[src/dhkv_pkg.sv]
// ----------------------------------------------------------------------------
// dhkv_pkg
// shared widths, codes and transaction types of the double-hashed table
// ----------------------------------------------------------------------------
package dhkv_pkg;

  localparam int TableSlots = 1021;
  localparam int KeyBits    = 32;
  localparam int ValueBits  = 32;
  localparam int IdxBits    = $clog2(TableSlots);
  localparam int CntBits    = $clog2(TableSlots + 1);
  localparam int OutCntBits = 10;
  localparam int QueueDepth = 2;

  localparam logic KIND_INSERT = 1'b0;
  localparam logic KIND_LOOKUP = 1'b1;

  localparam logic [2:0] ST_NEW     = 3'd0;
  localparam logic [2:0] ST_UPDATED = 3'd1;
  localparam logic [2:0] ST_FULL    = 3'd2;
  localparam logic [2:0] ST_HIT     = 3'd3;
  localparam logic [2:0] ST_MISS    = 3'd4;

  // classified operation handed from front to back
  typedef struct packed {
    logic                 kind;
    logic [KeyBits-1:0]   key;
    logic [ValueBits-1:0] value;
    logic [IdxBits-1:0]   start;
    logic [IdxBits-1:0]   step;
  } op_t;

  // stored slot word: valid, key, value
  localparam int SlotBits = 1 + KeyBits + ValueBits;

endpackage

[src/dhkv_front.sv]
// ----------------------------------------------------------------------------
// dhkv_front
// accepts operations, works out the hash start and probe step by folding the
// key in two steps, and keeps a short queue for the back
// ----------------------------------------------------------------------------
module dhkv_front (
  input  logic                           clk,
  input  logic                           rst,
  input  logic                           valid,
  output logic                           ready,
  input  logic                           kind,
  input  logic [dhkv_pkg::KeyBits-1:0]   key,
  input  logic [dhkv_pkg::ValueBits-1:0] value,
  output logic                           op_valid,
  input  logic                           op_ready,
  output dhkv_pkg::op_t                  op
);

  localparam int KB = dhkv_pkg::KeyBits;
  localparam int IB = dhkv_pkg::IdxBits;
  localparam int QB = $clog2(dhkv_pkg::QueueDepth);
  // key split into four index-wide chunks
  localparam int PB = 4 * IB;
  localparam int FB = 2 * IB + 2;
  localparam int unsigned M1 = dhkv_pkg::TableSlots;
  localparam int unsigned M2 = dhkv_pkg::TableSlots - 2;
  // chunk weights, 2^(IB*n) reduced by each modulus
  localparam int unsigned A1 = (1 << IB) % M1;
  localparam int unsigned B1 = (A1 * A1) % M1;
  localparam int unsigned C1 = (B1 * A1) % M1;
  localparam int unsigned A2 = (1 << IB) % M2;
  localparam int unsigned B2 = (A2 * A2) % M2;
  localparam int unsigned C2 = (B2 * A2) % M2;

  logic                           busy;
  logic                           done;
  logic                           h_kind;
  logic [KB-1:0]                  h_key;
  logic [dhkv_pkg::ValueBits-1:0] h_value;
  logic [PB-1:0]                  kx;
  logic [FB-1:0]                  s1, s2, s1_next, s2_next;
  logic [FB-1:0]                  g1, g2, r1, r2;
  logic                           enq;

  dhkv_pkg::op_t q [dhkv_pkg::QueueDepth];
  logic [QB-1:0] wp, rp;
  logic [QB:0]   cnt;

  assign ready = !busy && !done;
  assign enq   = done && cnt != (QB+1)'(dhkv_pkg::QueueDepth);

  // first fold: weighted sum of the key chunks
  assign kx      = PB'(h_key);
  assign s1_next = FB'(kx[IB-1:0]) + FB'(kx[2*IB-1:IB]) * FB'(A1)
                 + FB'(kx[3*IB-1:2*IB]) * FB'(B1) + FB'(kx[4*IB-1:3*IB]) * FB'(C1);
  assign s2_next = FB'(kx[IB-1:0]) + FB'(kx[2*IB-1:IB]) * FB'(A2)
                 + FB'(kx[3*IB-1:2*IB]) * FB'(B2) + FB'(kx[4*IB-1:3*IB]) * FB'(C2);

  // second fold and one compare-subtract, enough for this slot count
  assign g1 = FB'(s1[FB-1:IB]) * FB'(A1) + FB'(s1[IB-1:0]);
  assign g2 = FB'(s2[FB-1:IB]) * FB'(A2) + FB'(s2[IB-1:0]);
  assign r1 = (g1 >= FB'(M1)) ? g1 - FB'(M1) : g1;
  assign r2 = (g2 >= FB'(M2)) ? g2 - FB'(M2) : g2;

  // hash sequencer
  always_ff @(posedge clk) begin
    if (rst) begin
      busy <= 1'b0;
      done <= 1'b0;
    end else if (valid && ready) begin
      busy    <= 1'b1;
      h_kind  <= kind;
      h_key   <= key;
      h_value <= value;
    end else if (busy) begin
      s1   <= s1_next;
      s2   <= s2_next;
      busy <= 1'b0;
      done <= 1'b1;
    end else if (enq) begin
      done <= 1'b0;
    end
  end

  // operation queue
  always_ff @(posedge clk) begin
    if (rst) begin
      wp  <= '0;
      rp  <= '0;
      cnt <= '0;
    end else begin
      if (enq) begin
        q[wp].kind  <= h_kind;
        q[wp].key   <= h_key;
        q[wp].value <= h_value;
        q[wp].start <= IB'(r1);
        q[wp].step  <= IB'(r2 + 1'b1);
        wp          <= wp + 1'b1;
      end
      if (op_valid && op_ready) begin
        rp <= rp + 1'b1;
      end
      cnt <= cnt + (QB+1)'(enq) - (QB+1)'(op_valid && op_ready);
    end
  end

  assign op_valid = cnt != '0;
  assign op       = q[rp];

endmodule

[config.mk]
export PLATFORM = sky130hd
export DESIGN_NAME = dhkv_front
export DESIGN_NICKNAME = d
export VERILOG_FILES = /design/src/dhkv_pkg.sv /design/src/dhkv_front.sv
export SDC_FILE = /design/constraint.sdc
export NUM_CORES = 1
export LEC_CHECK = 0
export BUFFER_PORTS_ARGS = -buffer_cell sky130_fd_sc_hd__buf_2
export CAP_MARGIN = 20
export CORE_ASPECT_RATIO = 0.7
export CORE_MARGIN = 3
export CORE_UTILIZATION = 35
export DETAILED_ROUTE_END_ITERATION = 10
export SYNTH_ARGS = -nofsm -noshare
export SYNTH_HDL_FRONTEND = slang
export SYNTH_SLANG_ARGS = --single-unit
[constraint.sdc]
create_clock -name clk -period 10.95 [get_ports clk]
set_clock_uncertainty 0.15 [all_clocks]
set_input_delay 2.19 -clock clk [delete_from_list [all_inputs] [get_ports clk]]
set_output_delay 2.19 -clock clk [all_outputs]
set_load 0.05 [all_outputs]
==> flow_metrics.py, run 1 <==
metrics = {
    "timing": {
        "max_freq_mhz": 185,
        "rsz0062_at_grt": "false",
        "finalHoldViolations": 0,
        "tns_ns": 0,
        "finalCritPeriodShare_pct": 49.3,
        "period_needed_ns": 5.40,
        "worst_hold_slack_ns": 0.293,
        "relSlewSlack_pct": 52.4,
        "setup_viol": 0,
        "tightest_slew_ns": 0.706,
        "final_max_slew_viol_count": 0,
    },
    "logic_synthesis": {
        "synth_area_leaders": "edfxtp_1, fa_1, ha_1, mux2_2, inv_1",
        "ys.warnings.count": 0,
        "synthDistinctLibCells": 71,
        "synth_top_cell_area_share_pct": 52.6,
        "synth-edff-count": 266,
        "yosysSeqAreaShare_pct": 53.5,
        "synth-main-ff-cell": "edfxtp_1",
        "synth.avg_cell_area_um2": 14.6,
        "syn_nets": 1325,
        "synth-seq-cells": 273,
        "synth_cells": 1039,
        "synthesis.area_um2": 15200,
        "async_reset_ff_share_pct": 0,
        "yosysTopAreaCell": "edfxtp_1",
    },
    "routing": {
        "wire_per_inst_um": 16.5,
        "drc": 0,
        "first_pass_iters": 5,
        "ant_nets": 0,
        "vias": 8313,
        "drt_iter0_drc": 455,
        "vias_per_cell": 4.64,
        "drt-total-wl_mm": 29.6,
    },
    "critical_path": {
        "critPathLaunchType": "flip-flop",
        "critPathKind": "reg -> reg",
        "cp.arrival_ns": 5.55,
        "cpPeakStageDelay_ns": 0.64,
        "crit_required_ns": 11.11,
        "slowest_stage": "edfxtp_1",
        "crit_chain": "ha_1 -> inv_1 -> fa_1 -> inv_1 -> fa_1 -> inv_1 -> fa_1 -> fa_1 -> inv_1 -> ha_1 -> a21oi_1 -> o21bai_1 -> a21oi_1 -> o21ai_0 -> nand4_1 -> nand3_1 -> o221a_2 -> o21a_1",
        "end_kind": "flip-flop",
        "critPathMaxFanout": 12,
        "reg2reg_setup_slack_ns": 5.55,
    },
    "die": {
        "start_util_pct": 35.7,
        "io_pins": 156,
        "die-area_um2": 45900,
        "num_rows": 63,
        "die_y_um": 180,
        "die_w_um": 255,
        "core_area_um2": 42600,
    },
    "final_layout": {
        "fillers": 3938,
        "final_core_util_pct": 41.7,
        "drive_gt1_share_pct": 26.3,
        "seqCellArea_um2": 8130,
        "multi_input_area_um2": 6360,
        "area_growth_pct": 16.9,
        "nNetsFinal": 1505,
        "diodes": 0,
    },
    "power": {
        "peakVddDrop_uv": 128,
        "p_leak_nw": 7.17,
        "p_per_area_nw_per_um2": 264,
    },
    "global_route": {
        "antenna_found_initial": 1,
        "grt_remaining_overflow": 0,
        "grt_max_degree": 47,
        "grt_use_total_pct": 13.1,
        "grt_pass1_wl_mm": 47.7,
        "grt_pass1_vias": 8611,
    },
    "status": {
        "status": "completed",
    },
    "clock_tree": {
        "cts_hold_buf": 0,
        "clockRootBuffer": "clkbuf_16",
        "clock_path_buffers": 3,
        "cts_setup_buffers": 0,
        "cts_resized": 0,
        "cts_tree": "yes",
        "path_clk_slew_ns": 0.06,
        "clock_latency_ns": 0.55,
        "htree_levels": 1,
        "cts_buffers": 28,
        "cts.sinks": 273,
    },
    "placement": {
        "port_buffers": 155,
        "dp_hpwl_mm": 21.8,
        "place_congestion": 0.819,
    },
    "min_path": {
        "min_path_type": "reg -> reg",
    },
    "flow_run": {
        "max_cap_viol_count": 0,
    },
}
## cells in the mapped netlist (2+ instances only)
cell type,number
xnor2_1,41
a31oi_1,5
buf_1,3
ha_1,128
nor2_1,28
nor3b_1,3
o21ai_1,3
fa_1,89
a211oi_2,2
o22ai_1,2
dfxtp_1,7
o31ai_1,2
nor2b_1,9
nand3_1,10
o2111ai_1,4
a21o_1,11
mux2_2,85
nand2b_1,6
nand4_1,4
nor3_1,5
edfxtp_1,266
a211oi_1,2
o211ai_1,5
nor4_1,3
clkbuf_1,9
o21bai_1,5
xor2_1,14
and2_1,4
and3_1,7
a311oi_1,3
a21oi_1,22
inv_1,176
o21ai_0,13
o21a_1,6
nand2_1,20
nor4b_1,2
## cells by family after synthesis
| logic type | after synthesis | synth area share [%] |
|---|---|---|
| buf+inv | 189 | 4.68 |
| xor+xnor | 58 | 3.64 |
| compound gates | 107 | 5.67 |
| flops | 273 | 53.5 |
| fa+ha+maj | 217 | 22.3 |
| mux | 85 | 6.31 |
| simple gates | 110 | 3.87 |
## per-layer routing
| metal | vias to the layer above | part of all wire (%) | GRT usage (%) |
|---|---|---|---|
| met5 | - | 0.037 | 0 |
| met1 | 4083 | 51 | 19.8 |
| met4 | 2 | 1.7 | 2.12 |
| met3 | 36 | 4.5 | 2.67 |
| met2 | 156 | 42 | 19.6 |
| li1 | 4036 | - | - |
## registers in the layout (all words and copies together) (netlist names), named ones only
signal   cells
q          170
h_key       32
h_value     32
s2          17
s1          14
cnt          2
busy         1
done         1
h_kind       1
rp           1
wp           1
## final cells by class
type	instances	area share (%)
inverter	176	3.72
timing repair buffer	163	4.71
sequential	273	45.8
tap	552	3.89
clock inverter	23	1.90
clock buffer	29	4.09
multi-input combinational	577	35.9
## power by group
part	leakage (nW)	switching, mW	internal (mW)
Sequential	2.48	0.0605	1.33
Clock	0.499	0.417	0.655
Combinational	4.20	1.37	0.851
Total	7.17	1.85	2.83
## cells in the final DEF, fill, tap and decap left out, types with 8 or more instances in the layout
| master | count |
|---|---|
| xnor2_1 | 41 |
| nand2_1 | 20 |
| a21o_1 | 11 |
| a21oi_1 | 22 |
| o21ai_0 | 13 |
| nand3_1 | 10 |
| ha_1 | 128 |
| buf_4 | 8 |
| edfxtp_1 | 266 |
| inv_1 | 176 |
| clkbuf_16 | 29 |
| fa_1 | 89 |
| buf_2 | 155 |
| xor2_1 | 14 |
| nor2_1 | 28 |
| mux2_2 | 85 |
| nor2b_1 | 8 |
## final timing paths
kind	start	end	depth (start not counted)
setup / recovery	h_key[31]	s2[16]	18
hold / removal	h_value[10]	q[1][30]	0
setup reg to reg	h_key[31]	s2[16]	18
hold reg to reg	h_value[10]	q[1][30]	0
## stage by stage
stage / power [mW] / setup WS [ns] / instances / cell area, µm²
2_1_floorplan: 3.15 / 1.03 / 1039 / 15200
4_1_cts: 4.74 / 5.55 / 1793 / 17700
5_1_grt: 5.03 / 5.28 / 1793 / 17700
3_5_place_dp: 3.64 / 5.57 / 1741 / 16700
6_report: 4.68 / 5.55 / 1793 / 17700
3_3_place_gp: 3.61 / 5.63 / 1741 / 16700
## worst max-delay path, delay by kind of cell (launching register included)
kind                       cells  cell delay, ns
AOI/OAI and AO/OA              6            1.18
adders and majority gates      6            2.72
buffers and inverters          4            0.20
DFF                            1            0.64
and+or+nand+nor                2            0.26
No activity file was read; power rests on OpenSTA's default activity.
==> run 2: changes to the inputs <==
==> constraint.sdc (replaced) <==
create_clock -name clk -period 4.76 [get_ports clk]
set_clock_uncertainty 0.15 [all_clocks]
set_input_delay 0.952 -clock clk [delete_from_list [all_inputs] [get_ports clk]]
set_output_delay 0.952 -clock clk [all_outputs]
set_load 0.05 [all_outputs]
==> flow_metrics.py, run 2 (same netlist as run 1, synthesis figures left out) <==
metrics = {
    "die": {
        "core_area_um2": 42600,
        "die_w_um": 255,
        "start_util_pct": 35.7,
        "io_pins": 156,
        "die-area_um2": 45900,
        "num_rows": 63,
        "die_y_um": 180,
    },
    "power": {
        "p_comb_share_pct": 52.8,
        "power.switching_mw": 4.45,
        "peakVddDrop_uv": 267,
        "p_per_area_nw_per_um2": 607,
        "p_leak_nw": 7.53,
        "cell_internal_pwr_mw": 6.78,
        "p_total_mw": 11.2,
        "p_clk_share_pct": 18.9,
        "sw_frac_of_total_pct": 39.6,
        "power_frac_seq_pct": 28.2,
    },
    "critical_path": {
        "r2r-start": "h_key[12]",
        "critPathKind": "reg -> reg",
        "critPathMaxFanout": 3,
        "critPathLaunchType": "flip-flop",
        "end_kind": "flip-flop",
        "slowest_stage": "fa_1",
        "crit_chain": "buf_6 -> ha_4 -> fa_1 -> inv_1 -> fa_1 -> fa_1 -> fa_1 -> inv_2 -> ha_4 -> a21oi_2 -> nor2b_1 -> o21a_1 -> o21ai_2 -> nand2b_1 -> a211o_1 -> a311oi_2 -> xnor2_1",
        "cp-startpoint": "h_key[12]",
        "crit_buf_inv": 3,
        "cpPeakStageDelay_ns": 0.53,
        "path_delay_family": "adder cells",
        "cp.arrival_ns": 5.02,
        "worst_path_most_repeated_cell": "fa_1",
        "crit_required_ns": 4.90,
    },
    "global_route": {
        "antenna_found_initial": 0,
        "grt_pass1_vias": 8960,
        "grt_pass1_wl_mm": 48.6,
        "grt_max_degree": 66,
        "grt_remaining_overflow": 0,
        "grt_use_total_pct": 13.4,
    },
    "clock_tree": {
        "clockRootBuffer": "clkbuf_16",
        "clock_latency_ns": 0.55,
        "cts_buffers": 27,
        "cts_tree": "yes",
        "path_clk_slew_ns": 0.06,
        "cts.sinks": 273,
        "htree_levels": 1,
        "clock_path_buffers": 3,
    },
    "final_layout": {
        "final_core_util_pct": 43.4,
        "layout_commonest_cell": "edfxtp_1",
        "stdcell_count": 1873,
        "area_growth_pct": 21.8,
        "drive_gt1_share_pct": 34.1,
        "most-common-layout-cells": "edfxtp_1, inv_1, buf_2",
        "fillers": 3923,
        "top_register": "q",
        "top_regs": "q (170), h_key (32), h_value (32)",
        "nNetsFinal": 1586,
        "diodes": 0,
        "largest_reg_flops": 170,
        "final_area_um2": 18500,
    },
    "timing": {
        "finalHoldViolations": 0,
        "relSlewSlack_pct": 38.8,
        "final_max_slew_viol_count": 0,
        "finalCritPeriodShare_pct": 103,
        "tightest_slew_ns": 0.908,
        "worst_hold_slack_ns": 0.293,
        "setup_viol": 6,
        "rsz0062_at_grt": "true",
        "period_needed_ns": 4.89,
        "max_freq_mhz": 205,
        "tns_ns": -0.414,
        "setup_slack_ns": -0.126,
    },
    "routing": {
        "wire_per_inst_um": 16.6,
        "vias": 8682,
        "ant_nets": 0,
        "first_pass_iters": 4,
        "drt-total-wl_mm": 31.1,
        "drt_iter0_drc": 376,
        "vias_per_cell": 4.64,
        "drc": 0,
    },
    "status": {
        "failed_checks": "setup timing",
        "status": "finished, violations left",
    },
    "placement": {
        "port_buffers": 155,
        "dp_hpwl_mm": 22.6,
        "place_congestion": 0.828,
        "place_ws_ns": -0.209,
        "placed_cell_area_um2": 17200,
        "dp.cells": 1798,
    },
    "min_path": {
        "hp-start": "h_value[21]",
        "min_path_type": "reg -> reg",
    },
    "flow_run": {
        "max_cap_viol_count": 0,
    },
}
==> run 2: power groups by stage <==
stage | Combinational, mW | Clock (mW) | Sequential [mW]
floorplan | 4.18 | 0 | 3.15
global placement | 5.55 | 0 | 3.23
detailed placement | 5.63 | 0 | 3.23
CTS | 5.75 | 2.21 | 3.18
global route | 6.51 | 2.32 | 3.19
finish | 5.93 | 2.13 | 3.17
==> run 2: worst reg2reg max path, stage by stage, from the launching register on <==
cell	delay (ns)
edfxtp_1	0.40
buf_6	0.15
ha_4	0.23
fa_1	0.53
inv_1	0.05
fa_1	0.53
fa_1	0.44
fa_1	0.51
inv_2	0.05
ha_4	0.24
a21oi_2	0.15
nor2b_1	0.06
o21a_1	0.19
o21ai_2	0.11
nand2b_1	0.09
a211o_1	0.35
a311oi_2	0.29
xnor2_1	0.11
==> run 2: what timing repair did <==
item / 4_1_cts / 5_1_grt
endpoints found under the setup margin: 10 / 19
pin swaps: 42 / 40
resized for setup: 16 / 35
buffers inserted: 15 / 13
hold buffers: 0 / 0
==> run 2: area by class of cell <==
| cell class | count | area (µm²) | share of cell area (%) |
|---|---|---|---|
| sequential | 273 | 8130 | 44.0 |
| multi-input combinational | 577 | 6640 | 35.9 |
| timing repair buffer | 245 | 1480 | 8.03 |
| clock buffer | 38 | 737 | 3.99 |
| tap | 552 | 691 | 3.74 |
| inverter | 176 | 661 | 3.57 |
| clock inverter | 12 | 144 | 0.778 |
==> run 2: final timing paths <==
| path | endpoint | slack, ns | depth (start not counted) |
|---|---|---|---|
| max | s2[15] | -0.13 | 17 |
| min | q[1][41] | 0.29 | 0 |
| max reg2reg | s2[15] | -0.13 | 17 |
| min reg2reg | q[1][41] | 0.29 | 0 |
==> run 2: routing by layer <==
layer | GRT usage [%] | routed length, µm
met2 | 20.5 | 13400
met4 | 2.23 | 561
met3 | 2.55 | 1330
met5 | 0 | 0
met1 | 20.0 | 15800
==> run 3: changes to the inputs <==
==> constraint.sdc (replaced) <==
create_clock -name clk -period 6.05 [get_ports clk]
set_clock_uncertainty 0.15 [all_clocks]
set_input_delay 1.21 -clock clk [delete_from_list [all_inputs] [get_ports clk]]
set_output_delay 1.21 -clock clk [all_outputs]
set_load 0.05 [all_outputs]
==> flow_metrics.py, run 3 (same netlist as run 1, synthesis figures left out) <==
metrics = {
    "die": {
        "num_rows": 63,
        "die-area_um2": 45900,
        "die_w_um": 255,
        "die_y_um": 180,
        "core_area_um2": 42600,
        "start_util_pct": 35.7,
        "io_pins": 156,
    },
    "routing": {
        "vias": 8349,
        "wire_per_inst_um": 16.7,
        "ant_nets": 0,
        "drt-total-wl_mm": 30.0,
        "drc": 0,
        "first_pass_iters": 6,
        "vias_per_cell": 4.66,
        "drt_iter0_drc": 393,
    },
    "critical_path": {
        "crit_chain": "ha_1 -> inv_1 -> fa_1 -> inv_1 -> fa_1 -> inv_1 -> fa_1 -> fa_1 -> inv_1 -> ha_1 -> a21oi_1 -> o21bai_1 -> a21oi_1 -> o21ai_0 -> nand4_1 -> nand3_1 -> o221a_2 -> o21a_1",
        "reg2reg_setup_slack_ns": 0.61,
        "cp.arrival_ns": 5.59,
        "critPathMaxFanout": 12,
        "cpPeakStageDelay_ns": 0.64,
        "crit_buf_inv": 4,
        "path_delay_family": "adder cells",
        "slowest_stage": "edfxtp_1",
        "critPathLaunchType": "flip-flop",
        "critPathKind": "reg -> reg",
        "crit_required_ns": 6.20,
        "end_kind": "flip-flop",
    },
    "power": {
        "p_leak_nw": 7.11,
        "p_per_area_nw_per_um2": 466,
        "peakVddDrop_uv": 210,
    },
    "timing": {
        "final_max_slew_viol_count": 0,
        "worst_hold_slack_ns": 0.293,
        "tightest_slew_ns": 0.921,
        "setup_slack_ns": 0.607,
        "rsz0062_at_grt": "false",
        "setup_viol": 0,
        "max_freq_mhz": 184,
        "relSlewSlack_pct": 38.0,
        "finalHoldViolations": 0,
        "period_needed_ns": 5.44,
        "tns_ns": 0,
        "finalCritPeriodShare_pct": 90.0,
    },
    "final_layout": {
        "drive_gt1_share_pct": 25.4,
        "top_register": "q",
        "largest_reg_flops": 170,
        "fillers": 3936,
        "multi_input_area_um2": 6380,
        "most-common-layout-cells": "edfxtp_1, inv_1, buf_2",
        "seqCellArea_um2": 8130,
        "nNetsFinal": 1505,
        "layout_commonest_cell": "edfxtp_1",
        "diodes": 0,
        "top_regs": "q (170), h_key (32), h_value (32)",
        "area_growth_pct": 15.8,
    },
    "global_route": {
        "grt_max_degree": 47,
        "grt_pass1_vias": 8686,
        "antenna_found_initial": 0,
        "grt_remaining_overflow": 0,
        "grt_pass1_wl_mm": 47.9,
        "grt_use_total_pct": 13.1,
    },
    "clock_tree": {
        "clock_path_buffers": 3,
        "htree_levels": 1,
        "cts_resized": 0,
        "path_clk_slew_ns": 0.06,
        "clock_latency_ns": 0.55,
        "cts.sinks": 273,
        "cts_tree": "yes",
        "cts_setup_buffers": 0,
        "cts_buffers": 28,
        "clockRootBuffer": "clkbuf_16",
        "cts_hold_buf": 0,
    },
    "status": {
        "status": "completed",
    },
    "min_path": {
        "min_path_type": "reg -> reg",
    },
    "placement": {
        "place_ws_ns": 0.637,
        "place_congestion": 0.817,
        "dp_hpwl_mm": 22.0,
        "port_buffers": 155,
    },
    "flow_run": {
        "max_cap_viol_count": 0,
    },
}
run 3: changes by cell type in the layout (fill, tap and decap cells not counted), moves of 3 or more:
cell / before / now
a21oi_1: 15 / 22
a21oi_2: 7 / 0
buf_4: 86 / 8
clkbuf_1: 9 / 6
clkinv_1: 2 / 5
fa_1: 86 / 89
fa_2: 3 / 0
ha_1: 116 / 128
ha_2: 4 / 0
ha_4: 8 / 0
inv_1: 161 / 176
inv_2: 15 / 0
o21ai_0: 9 / 13
o21ai_2: 6 / 1
run 3: layout make-up:
type / count / area share [%]
inverters: 176 / 3.76
well taps: 552 / 3.93
repair buffers: 163 / 4.75
multi-input cells: 577 / 36.3
clock buffers: 35 / 4.25
clock inverters: 15 / 0.776
flip-flops and latches: 273 / 46.2
run 3: per-layer routing:
metal  vias up  global-route usage [%]  share of wire, %
met5         -                       0                 0
met4         0                    2.10               1.5
met3        32                    2.52               4.1
met2       143                    19.5                43
met1      4140                    20.2                52
li1       4034                       -                 -
run 3: metrics by stage:
stage	std cells	power (mW)	instance area (µm²)	util, %
detailed placement	1741	6.58	16700	39.2
global placement	1741	6.53	16700	39.2
floorplan	1039	5.69	15200	-
CTS	1791	8.31	17600	41.3
finish	1791	8.20	17600	41.3
global route	1791	8.79	17600	41.3
run 3: worst paths after layout:
path / cells after the start / startpoint / end
max: 18 / h_key[31] / s2[16]
min: 0 / h_value[0] / q[0][20]
max reg2reg: 18 / h_key[31] / s2[16]
min reg2reg: 0 / h_value[0] / q[0][20]
run 3: where the power goes:
group / internal, mW / total, mW / switching, mW
combinational: 1.54 / 4.01 / 2.47
sequential: 2.40 / 2.51 / 0.110
clock: 0.962 / 1.68 / 0.717
total: 4.90 / 8.20 / 3.30
